`config.mk`:
```
export PLATFORM = sky130hd
export DESIGN_NAME = palette_writer_with_shade_derivation_unit
export DESIGN_NICKNAME = d
export VERILOG_FILES = /design/src/rtl/pwsd_pkg.sv /design/src/rtl/palette_writer_with_shade_derivation_unit.sv
export SDC_FILE = /design/constraint.sdc
export NUM_CORES = 1
export LEC_CHECK = 0
export BUFFER_PORTS_ARGS = -buffer_cell sky130_fd_sc_hd__buf_2
export CAP_MARGIN = 10
export CORE_MARGIN = 2
export CORE_UTILIZATION = 52
export CTS_CLUSTER_DIAMETER = 30
export CTS_CLUSTER_SIZE = 20
export DETAILED_ROUTE_END_ITERATION = 6
export HOLD_SLACK_MARGIN = 0.08
export MAX_ROUTING_LAYER = met4
export PLACE_DENSITY = 0.76
export SYNTH_ARGS = -nofsm -noshare
export SYNTH_HDL_FRONTEND = slang
export SYNTH_SLANG_ARGS = --single-unit
```
`constraint.sdc`:
```
create_clock -name clk -period 5.2 [get_ports clk]
set_input_delay 1.04 -clock clk [delete_from_list [all_inputs] [get_ports clk]]
set_output_delay 1.04 -clock clk [all_outputs]
set_load 0.01 [all_outputs]
```
`src/rtl/pwsd_pkg.sv`:
```
// ----------------------------------------------------------------------------
// pwsd_pkg
// Types, codes and constants of the palette writer with shade derivation.
// ----------------------------------------------------------------------------
`default_nettype none

package pwsd_pkg;

	localparam int NUM_ENTRIES = 6;

	typedef logic [2:0]  idx_t;
	typedef logic [23:0] rgb_t;

	localparam idx_t IDX_ACCENT    = 3'd0;
	localparam idx_t IDX_GLOW      = 3'd1;
	localparam idx_t IDX_DIM       = 3'd2;
	localparam idx_t IDX_PRIMARY   = 3'd3;
	localparam idx_t IDX_SECONDARY = 3'd4;
	localparam idx_t IDX_ALERT     = 3'd5;

	// Reset colour of each entry, in entry order.
	localparam rgb_t DEFAULT_COLOUR [NUM_ENTRIES] = '{
		24'h000000, 24'h000000, 24'h000000,
		24'h000000, 24'h000000, 24'h000000
	};

	localparam logic [1:0] STAT_OK       = 2'd0;
	localparam logic [1:0] STAT_BAD_HEX  = 2'd1;
	localparam logic [1:0] STAT_BAD_SLOT = 2'd2;

	// ASCII slot letters
	localparam logic [7:0] SLOT_ACCENT    = 8'h61;
	localparam logic [7:0] SLOT_GLOW      = 8'h67;
	localparam logic [7:0] SLOT_DIM       = 8'h64;
	localparam logic [7:0] SLOT_PRIMARY   = 8'h70;
	localparam logic [7:0] SLOT_SECONDARY = 8'h73;
	localparam logic [7:0] SLOT_ALERT     = 8'h65;

	// ASCII hex digit bounds
	localparam logic [7:0] CH_DIGIT_LO = 8'h30;
	localparam logic [7:0] CH_DIGIT_HI = 8'h39;
	localparam logic [7:0] CH_LOWER_LO = 8'h61;
	localparam logic [7:0] CH_LOWER_HI = 8'h66;
	localparam logic [7:0] CH_UPPER_LO = 8'h41;
	localparam logic [7:0] CH_UPPER_HI = 8'h46;

	// One quotient bit per cycle, eight per channel, three channels.
	localparam logic [4:0] DIV_LAST_STEP = 5'd23;

	typedef enum logic [1:0] {
		ST_IDLE,
		ST_CALC,
		ST_LOAD
	} st_t;

	typedef enum logic [1:0] {
		WR_NONE,
		WR_ACCENT,
		WR_ENTRY
	} wr_t;

	// {valid, nibble}; valid is low for anything that is not a hex digit.
	function automatic logic [4:0] hex_nib(input logic [7:0] ch);
		logic [4:0] res;
		case (ch) inside
			[CH_DIGIT_LO:CH_DIGIT_HI]: res = {1'b1, ch[3:0]};
			[CH_LOWER_LO:CH_LOWER_HI]: res = {1'b1, ch[3:0] + 4'd9};
			[CH_UPPER_LO:CH_UPPER_HI]: res = {1'b1, ch[3:0] + 4'd9};
			default:                   res = 5'd0;
		endcase
		return res;
	endfunction

endpackage

`default_nettype wire

```
`src/rtl/palette_writer_with_shade_derivation_unit.sv`:
```
// ----------------------------------------------------------------------------
// palette_writer_with_shade_derivation_unit
// Six-entry RGB888 palette with hex-text slot writes and accent shade
// derivation (dim and glow).
// ----------------------------------------------------------------------------
// Usage:
//   Input channel (in_valid / in_stall) carries one command beat: op selects a
//   raw accent write (raw_red/green/blue) or a slot write from six ASCII hex
//   characters addressed by slot_code. Output channel (out_valid / out_stall)
//   returns exactly one result beat per command: status, dirty_mark and all
//   six palette colours as they stand after the command.
//   Flow: an accent write with a non-black colour goes from accept through
//   the bit-serial glow divider (one quotient bit per cycle over three
//   channels) and then a load state; every other command goes straight to
//   the load state. The next beat is taken the cycle after a result is loaded.
//   The block works on one command at a time; in_stall is high while it does.
//   A result waiting under out_stall does not block the next command; only
//   the load of the following result waits for the output register.
//   Reset: all palette entries return to their default colours, no result is
//   pending and the input is open.
//   Stall: while out_stall is high the result beat holds unchanged.
// ----------------------------------------------------------------------------
`default_nettype none

module palette_writer_with_shade_derivation_unit (
	input  wire logic        clk,
	input  wire logic        arst_n,
	input  wire logic        in_valid,
	output logic             in_stall,
	input  wire logic        op,
	input  wire logic [7:0]  slot_code,
	input  wire logic [7:0]  hex_char_0,
	input  wire logic [7:0]  hex_char_1,
	input  wire logic [7:0]  hex_char_2,
	input  wire logic [7:0]  hex_char_3,
	input  wire logic [7:0]  hex_char_4,
	input  wire logic [7:0]  hex_char_5,
	input  wire logic [7:0]  raw_red,
	input  wire logic [7:0]  raw_green,
	input  wire logic [7:0]  raw_blue,
	output logic             out_valid,
	input  wire logic        out_stall,
	output logic [1:0]       status,
	output logic             dirty_mark,
	output logic [23:0]      accent_colour,
	output logic [23:0]      glow_colour,
	output logic [23:0]      dim_colour,
	output logic [23:0]      primary_text_colour,
	output logic [23:0]      secondary_text_colour,
	output logic [23:0]      alert_colour
);

	// ------------------------------------------------------------------
	// Control
	// ------------------------------------------------------------------
	pwsd_pkg::st_t st_q, st_d;
	logic          in_acc;
	logic          calc_en;
	logic          fire;
	logic          out_valid_q;

	// ------------------------------------------------------------------
	// Command decode on the input beat
	// ------------------------------------------------------------------
	logic [4:0]    nib_0, nib_1, nib_2, nib_3, nib_4, nib_5;
	logic          hex_ok;
	logic [7:0]    dec_r, dec_g, dec_b, dec_mx;
	pwsd_pkg::wr_t dec_kind;
	pwsd_pkg::idx_t dec_idx;
	logic [1:0]    dec_stat;

	// Held command
	logic [7:0]    red_q, green_q, blue_q, mx_q;
	pwsd_pkg::wr_t kind_q;
	pwsd_pkg::idx_t idx_q;
	logic [1:0]    stat_q;

	// Bit-serial divider
	logic [4:0]    step_q;
	logic [7:0]    rem_q, low_q;
	logic [23:0]   glow_q;
	logic [7:0]    div_c;
	logic [15:0]   div_num;
	logic          div_first;
	logic [7:0]    rem_src, low_src;
	logic [8:0]    trial, diff;
	logic          qbit;
	logic [7:0]    rem_d;

	// Palette
	pwsd_pkg::rgb_t pal_q [pwsd_pkg::NUM_ENTRIES];
	pwsd_pkg::rgb_t pal_d [pwsd_pkg::NUM_ENTRIES];

	// Character check: every one of the six must be a hex digit.
	assign nib_0  = pwsd_pkg::hex_nib(hex_char_0);
	assign nib_1  = pwsd_pkg::hex_nib(hex_char_1);
	assign nib_2  = pwsd_pkg::hex_nib(hex_char_2);
	assign nib_3  = pwsd_pkg::hex_nib(hex_char_3);
	assign nib_4  = pwsd_pkg::hex_nib(hex_char_4);
	assign nib_5  = pwsd_pkg::hex_nib(hex_char_5);
	assign hex_ok = nib_0[4] & nib_1[4] & nib_2[4] & nib_3[4] & nib_4[4] & nib_5[4];

	assign dec_r = op ? raw_red   : {nib_0[3:0], nib_1[3:0]};
	assign dec_g = op ? raw_green : {nib_2[3:0], nib_3[3:0]};
	assign dec_b = op ? raw_blue  : {nib_4[3:0], nib_5[3:0]};

	always_comb begin
		dec_mx = dec_r;
		if (dec_g > dec_mx) begin
			dec_mx = dec_g;
		end
		if (dec_b > dec_mx) begin
			dec_mx = dec_b;
		end
	end

	// Bad characters take priority over an unknown slot letter.
	always_comb begin
		dec_kind = pwsd_pkg::WR_NONE;
		dec_idx  = pwsd_pkg::IDX_ACCENT;
		dec_stat = pwsd_pkg::STAT_OK;
		if (op) begin
			dec_kind = pwsd_pkg::WR_ACCENT;
		end else if (!hex_ok) begin
			dec_stat = pwsd_pkg::STAT_BAD_HEX;
		end else begin
			case (slot_code)
				pwsd_pkg::SLOT_ACCENT: begin
					dec_kind = pwsd_pkg::WR_ACCENT;
				end
				pwsd_pkg::SLOT_GLOW: begin
					dec_kind = pwsd_pkg::WR_ENTRY;
					dec_idx  = pwsd_pkg::IDX_GLOW;
				end
				pwsd_pkg::SLOT_DIM: begin
					dec_kind = pwsd_pkg::WR_ENTRY;
					dec_idx  = pwsd_pkg::IDX_DIM;
				end
				pwsd_pkg::SLOT_PRIMARY: begin
					dec_kind = pwsd_pkg::WR_ENTRY;
					dec_idx  = pwsd_pkg::IDX_PRIMARY;
				end
				pwsd_pkg::SLOT_SECONDARY: begin
					dec_kind = pwsd_pkg::WR_ENTRY;
					dec_idx  = pwsd_pkg::IDX_SECONDARY;
				end
				pwsd_pkg::SLOT_ALERT: begin
					dec_kind = pwsd_pkg::WR_ENTRY;
					dec_idx  = pwsd_pkg::IDX_ALERT;
				end
				default: begin
					dec_stat = pwsd_pkg::STAT_BAD_SLOT;
				end
			endcase
		end
	end

	// ------------------------------------------------------------------
	// State machine
	// ------------------------------------------------------------------
	always_comb begin
		st_d = st_q;
		case (st_q)
			pwsd_pkg::ST_IDLE: begin
				if (in_valid) begin
					// A black accent needs no division: glow is black.
					if (dec_kind == pwsd_pkg::WR_ACCENT && dec_mx != 8'd0) begin
						st_d = pwsd_pkg::ST_CALC;
					end else begin
						st_d = pwsd_pkg::ST_LOAD;
					end
				end
			end
			pwsd_pkg::ST_CALC: begin
				if (step_q == pwsd_pkg::DIV_LAST_STEP) begin
					st_d = pwsd_pkg::ST_LOAD;
				end
			end
			pwsd_pkg::ST_LOAD: begin
				if (!out_valid_q || !out_stall) begin
					st_d = pwsd_pkg::ST_IDLE;
				end
			end
			default: begin
				st_d = pwsd_pkg::ST_IDLE;
			end
		endcase
	end

	always_comb begin
		in_stall = 1'b1;
		calc_en  = 1'b0;
		fire     = 1'b0;
		case (st_q)
			pwsd_pkg::ST_IDLE: begin
				in_stall = 1'b0;
			end
			pwsd_pkg::ST_CALC: begin
				calc_en = 1'b1;
			end
			pwsd_pkg::ST_LOAD: begin
				fire = !out_valid_q || !out_stall;
			end
			default: begin
				in_stall = 1'b1;
			end
		endcase
	end

	assign in_acc = in_valid && !in_stall;

	always_ff @(posedge clk or negedge arst_n) begin
		if (!arst_n) begin
			st_q <= pwsd_pkg::ST_IDLE;
		end else begin
			st_q <= st_d;
		end
	end

	// Capture the decoded command.
	always_ff @(posedge clk) begin
		if (in_acc) begin
			red_q   <= dec_r;
			green_q <= dec_g;
			blue_q  <= dec_b;
			mx_q    <= dec_mx;
			kind_q  <= dec_kind;
			idx_q   <= dec_idx;
			stat_q  <= dec_stat;
		end
	end

	// ------------------------------------------------------------------
	// Glow divider: (c*255 + mx/2) / mx, restoring, one quotient bit per
	// cycle. Step bits [4:3] pick the channel, [2:0] the bit within it.
	// Since c <= mx the quotient fits in eight bits, so the upper dividend
	// byte already sits below mx and eight steps finish the channel.
	// ------------------------------------------------------------------
	always_comb begin
		case (step_q[4:3])
			2'd0:    div_c = red_q;
			2'd1:    div_c = green_q;
			default: div_c = blue_q;
		endcase
	end

	assign div_num   = {div_c, 8'h00} - {8'h00, div_c} + {9'h000, mx_q[7:1]};
	assign div_first = (step_q[2:0] == 3'd0);
	assign rem_src   = div_first ? div_num[15:8] : rem_q;
	assign low_src   = div_first ? div_num[7:0]  : low_q;
	assign trial     = {rem_src, low_src[7]};
	assign diff      = trial - {1'b0, mx_q};
	assign qbit      = (trial >= {1'b0, mx_q});
	assign rem_d     = qbit ? diff[7:0] : trial[7:0];

	always_ff @(posedge clk or negedge arst_n) begin
		if (!arst_n) begin
			step_q <= 5'd0;
		end else if (in_acc) begin
			step_q <= 5'd0;
		end else if (calc_en) begin
			step_q <= step_q + 5'd1;
		end
	end

	// Shift the dividend out and the quotient in, MSB first.
	always_ff @(posedge clk) begin
		if (calc_en) begin
			rem_q  <= rem_d;
			low_q  <= {low_src[6:0], 1'b0};
			glow_q <= {glow_q[22:0], qbit};
		end
	end

	// ------------------------------------------------------------------
	// Palette update, committed together with the result load
	// ------------------------------------------------------------------
	always_comb begin
		for (int i = 0; i < pwsd_pkg::NUM_ENTRIES; i++) begin
			pal_d[i] = pal_q[i];
		end
		if (fire) begin
			case (kind_q)
				pwsd_pkg::WR_ACCENT: begin
					pal_d[pwsd_pkg::IDX_ACCENT] = {red_q, green_q, blue_q};
					pal_d[pwsd_pkg::IDX_DIM]    = {2'b00, red_q[7:2], 2'b00, green_q[7:2],
						2'b00, blue_q[7:2]};
					pal_d[pwsd_pkg::IDX_GLOW]   = (mx_q == 8'd0) ? 24'h000000 : glow_q;
				end
				pwsd_pkg::WR_ENTRY: begin
					pal_d[idx_q] = {red_q, green_q, blue_q};
				end
				default: begin
					pal_d[pwsd_pkg::IDX_ACCENT] = pal_q[pwsd_pkg::IDX_ACCENT];
				end
			endcase
		end
	end

	always_ff @(posedge clk or negedge arst_n) begin
		if (!arst_n) begin
			for (int i = 0; i < pwsd_pkg::NUM_ENTRIES; i++) begin
				pal_q[i] <= pwsd_pkg::DEFAULT_COLOUR[i];
			end
		end else begin
			for (int i = 0; i < pwsd_pkg::NUM_ENTRIES; i++) begin
				pal_q[i] <= pal_d[i];
			end
		end
	end

	// ------------------------------------------------------------------
	// Output register: hold the beat while stalled, drop valid once taken.
	// ------------------------------------------------------------------
	always_ff @(posedge clk or negedge arst_n) begin
		if (!arst_n) begin
			out_valid_q <= 1'b0;
		end else if (fire) begin
			out_valid_q <= 1'b1;
		end else if (!out_stall) begin
			out_valid_q <= 1'b0;
		end
	end

	always_ff @(posedge clk) begin
		if (fire) begin
			status                <= stat_q;
			dirty_mark            <= (kind_q != pwsd_pkg::WR_NONE);
			accent_colour         <= pal_d[pwsd_pkg::IDX_ACCENT];
			glow_colour           <= pal_d[pwsd_pkg::IDX_GLOW];
			dim_colour            <= pal_d[pwsd_pkg::IDX_DIM];
			primary_text_colour   <= pal_d[pwsd_pkg::IDX_PRIMARY];
			secondary_text_colour <= pal_d[pwsd_pkg::IDX_SECONDARY];
			alert_colour          <= pal_d[pwsd_pkg::IDX_ALERT];
		end
	end

	assign out_valid = out_valid_q;

endmodule

`default_nettype wire

```
==> impl_metrics.py <==
metrics = {
    "outcome": {
        "status": "complete, no violations",
    },
    "place": {
        "place.gp.congestion": 0.9135,
        "io_buffers": 233,
        "dp_hpwl_mm": 29.36,
        "placed_area_mm2": 0.01890,
    },
    "routing": {
        "wl_per_cell_um": 22.10,
        "ant_nets": 0,
        "vias_per_cell": 5.836,
        "drc": 0,
        "wl_mm": 45.31,
        "vias": 11960,
        "drt-initial-drc-count": 1222,
        "firstDrtPassIters": 5,
    },
    "final_layout": {
        "drive_gt1_share_pct": 37.67,
        "final_util_pct": 69.16,
        "num-nets-final": 1743,
        "design_area_mm2": 0.02127,
        "fillers": 2144,
        "syn_to_final_growth_pct": 30.48,
    },
    "synth": {
        "synth_top_cell_area_share_pct": 41.46,
        "async_flop_share_pct": 40.32,
        "synthCells": 1219,
        "synthFlopType": "edfxtp_1",
        "ys_types": 73,
        "synth_nets": 1360,
        "synth-seq-cells": 377,
        "yosysTopAreaCell": "edfxtp_1",
        "synth_edf_count": 225,
        "yosysMostFrequentCell": "edfxtp_1",
        "synth_area_leaders": "edfxtp_1, dfrtp_1, mux2_2",
        "syn_area_per_cell_um2": 13.37,
        "yosys-top-cells-count": "edfxtp_1, dfrtp_1, nand2_1",
        "ys_seq_area_share_pct": 64.79,
        "synth-warning-count": 0,
        "synthesis.area_mm2": 0.01630,
    },
    "global_route": {
        "antenna_found_initial": 3,
        "grt_max_degree": 133,
        "grt.total_usage_pct": 28.34,
        "grt_pass1_wl_mm": 69.04,
        "grt_overflow": 0,
        "grt_pass1_vias": 11990,
    },
    "floorplan": {
        "start_util_pct": 53.00,
        "ios": 234,
        "placementRows": 64,
        "die_w_um": 181.0,
        "die_h_um": 181.0,
        "coreArea_mm2": 0.03075,
        "die_area_mm2": 0.03278,
    },
    "hold_path": {
        "min_delay_path_depth": 0,
        "hold_path_class": "flop to flop",
    },
    "timing": {
        "finalSetupViolations": 0,
        "fin_crit_ns": 5.089,
        "final.period_utilization_pct": 97.87,
        "hold_violations": 0,
        "worst_slew_pin_slew_ns": 1.146,
        "rsz0062_at_grt": "yes",
        "slew_headroom_pct": 23.53,
        "maxSlewViolCount": 0,
        "max_clock_freq_ghz": 0.1965,
        "fin_worst_skew_ns": 0.02416,
        "holdWs_ns": 0.4305,
        "fin_tns_setup_ns": 0,
    },
    "worst_setup_path": {
        "worst_path_most_repeated_cell": "buf_6",
        "critPathKind": "input pin to flop",
        "crit_arrival_ns": 5.54,
        "worstRegToRegCells": 20,
        "path_cells": "buf_6, or4b_4, a311oi_4, nor2_2, o31ai_2, inv_1, ha_4, nand4_1, o21a_1, or2_4, buf_6, a21oi_2, ha_1, a21oi_1, o21ai_1, buf_4, o21ai_2, nor2_1, a211oi_1, o41ai_4, a21bo_1",
        "cp.required_ns": 5.65,
        "cp_max_fo": 4,
        "ff2ff_setup_slack_ns": 0.32,
        "cp_top_family": "compound AO/OA/AOI/OAI gates",
        "crit_path_start_kind": "input pin",
        "critPathCaptureType": "flop",
        "cpPeakStageDelay_ns": 0.54,
        "cp_slowest_cell": "or4b_4",
        "path_buf_inv": 4,
        "worstSetupPathDepth": 21,
    },
    "power": {
        "p_per_area_mw_per_mm2": 540.6,
        "leakage_nw": 9.138,
        "vdd_drop_max_mv": 0.3317,
    },
    "clock_network": {
        "cts_root_buf": "clkbuf_16",
        "clockBufferDepth": 3,
        "cts_tree": "yes",
        "path_clk_slew_ns": 0.05,
        "clk_latency_ns": 0.58,
        "htree_levels": 2,
        "cts_buffers": 57,
        "cts.sinks": 377,
    },
    "flow_run": {
        "drv_cap": 0,
    },
}
==> worst reg2reg max path: cells and delay by family (launching register included) <==
family	cells	cell delay [ns]
AOI/OAI and AO/OA	11	2.23
adders and majority gates	2	0.57
buffers and inverters	2	0.26
DFF	1	0.46
muxes	2	0.47
and+or+nand+nor	3	0.63
==> placed cells by master, fill, tap and decap left out, types with 37 or more instances in the layout <==
master | Yosys | routed
buf_2 | 2 | 230
edfxtp_1 | 225 | 225
dfrtp_1 | 152 | 151
buf_4 | 0 | 135
nand2_1 | 133 | 132
mux2_2 | 79 | 79
o21ai_0 | 72 | 65
clkbuf_16 | 0 | 58
inv_1 | 58 | 57
a22oi_1 | 53 | 52
ha_1 | 54 | 51
nor2_1 | 45 | 41
a21oi_1 | 42 | 37
==> kinds of logic (layout without fill, tap and decap cells) <==
family / count (synthesis) / in the layout / synth area share, %
other: 0 / 3 / 0
AOI/OAI and AO/OA: 289 / 289 / 12.47
adders and majority gates: 56 / 56 / 4.391
xor gates and xnor gates: 13 / 13 / 0.6986
and+or+nand+nor: 285 / 285 / 8.828
muxes: 93 / 93 / 6.318
buffers and inverters: 106 / 538 / 2.503
DFF: 377 / 377 / 64.79
==> layout make-up <==
| cell class | count | area (µm²) | area share [%] |
|---|---|---|---|
| clock buffer | 59 | 1455 | 6.842 |
| multi-input combinational | 736 | 5653 | 26.58 |
| sequential | 377 | 10560 | 49.66 |
| clock inverter | 49 | 611.8 | 2.877 |
| timing repair buffer | 372 | 2261 | 10.63 |
| inverter | 58 | 221.5 | 1.041 |
| tap | 396 | 495.5 | 2.330 |
| antenna | 3 | 7.507 | 0.03530 |
==> power breakdown <==
part | internal (mW) | switching [mW]
Combinational | 1.28 | 1.73
Clock | 2.47 | 1.55
Sequential | 4.13 | 0.349
==> per-layer routing <==
metal | vias to the layer above | global-route usage [%] | wire length (µm)
li1 | 5375 | - | -
met1 | 5881 | 36.31 | 18230
met2 | 609 | 45.45 | 21950
met3 | 98 | 5.201 | 3606
met4 | 0 | 10.70 | 1527
met5 | - | - | 0
==> per-stage QoR <==
step                      total power [mW]  worst slack, ns  std cells
after floorplan                      6.237          -0.1435       1219
after global placement               7.254          -0.3762       1932
after detailed placement             7.376          -0.5685       1932
after CTS                            11.45          0.01506       2040
after global routing                 12.02          -0.1010       2050
final                                11.50           0.1108       2050
==> flip-flops by register name, summed over array words and instances (netlist names) <==
signal,flops
dirty_mark,1
green_q,8
primary_text_colour,24
kind_q,2
idx_q,3
pal_q,144
glow_colour,24
secondary_text_colour,24
rem_q,8
status,2
red_q,8
accent_colour,24
st_q,2
stat_q,2
mx_q,8
glow_q,24
low_q,7
dim_colour,24
alert_colour,24
out_valid,1
blue_q,8
step_q,5
==> path summary, 6_finish.rpt <==
check / end / from
setup / recovery: st_q[1]$_DFFE_PN0P_ / hex_char_0[3]
hold / removal: status[1]$_DFFE_PP_ / stat_q[1]$_SDFFCE_PP0P_
setup reg to reg: rem_q[3]$_DFFE_PP_ / step_q[3]$_DFFE_PN0P_
hold reg to reg: status[1]$_DFFE_PP_ / stat_q[1]$_SDFFCE_PP0P_
max in group asynchronous: pal_q[49]$_DFF_PN0_ / arst_n
min in group asynchronous: pal_q[111]$_DFF_PN0_ / arst_n
==> repair_timing <==
action	CTS	global route
setup buffers	0	7
hold buffers	0	0
resized for setup	0	45
setup endpoints to repair	0	11
Power figures use the tool's default switching activity.
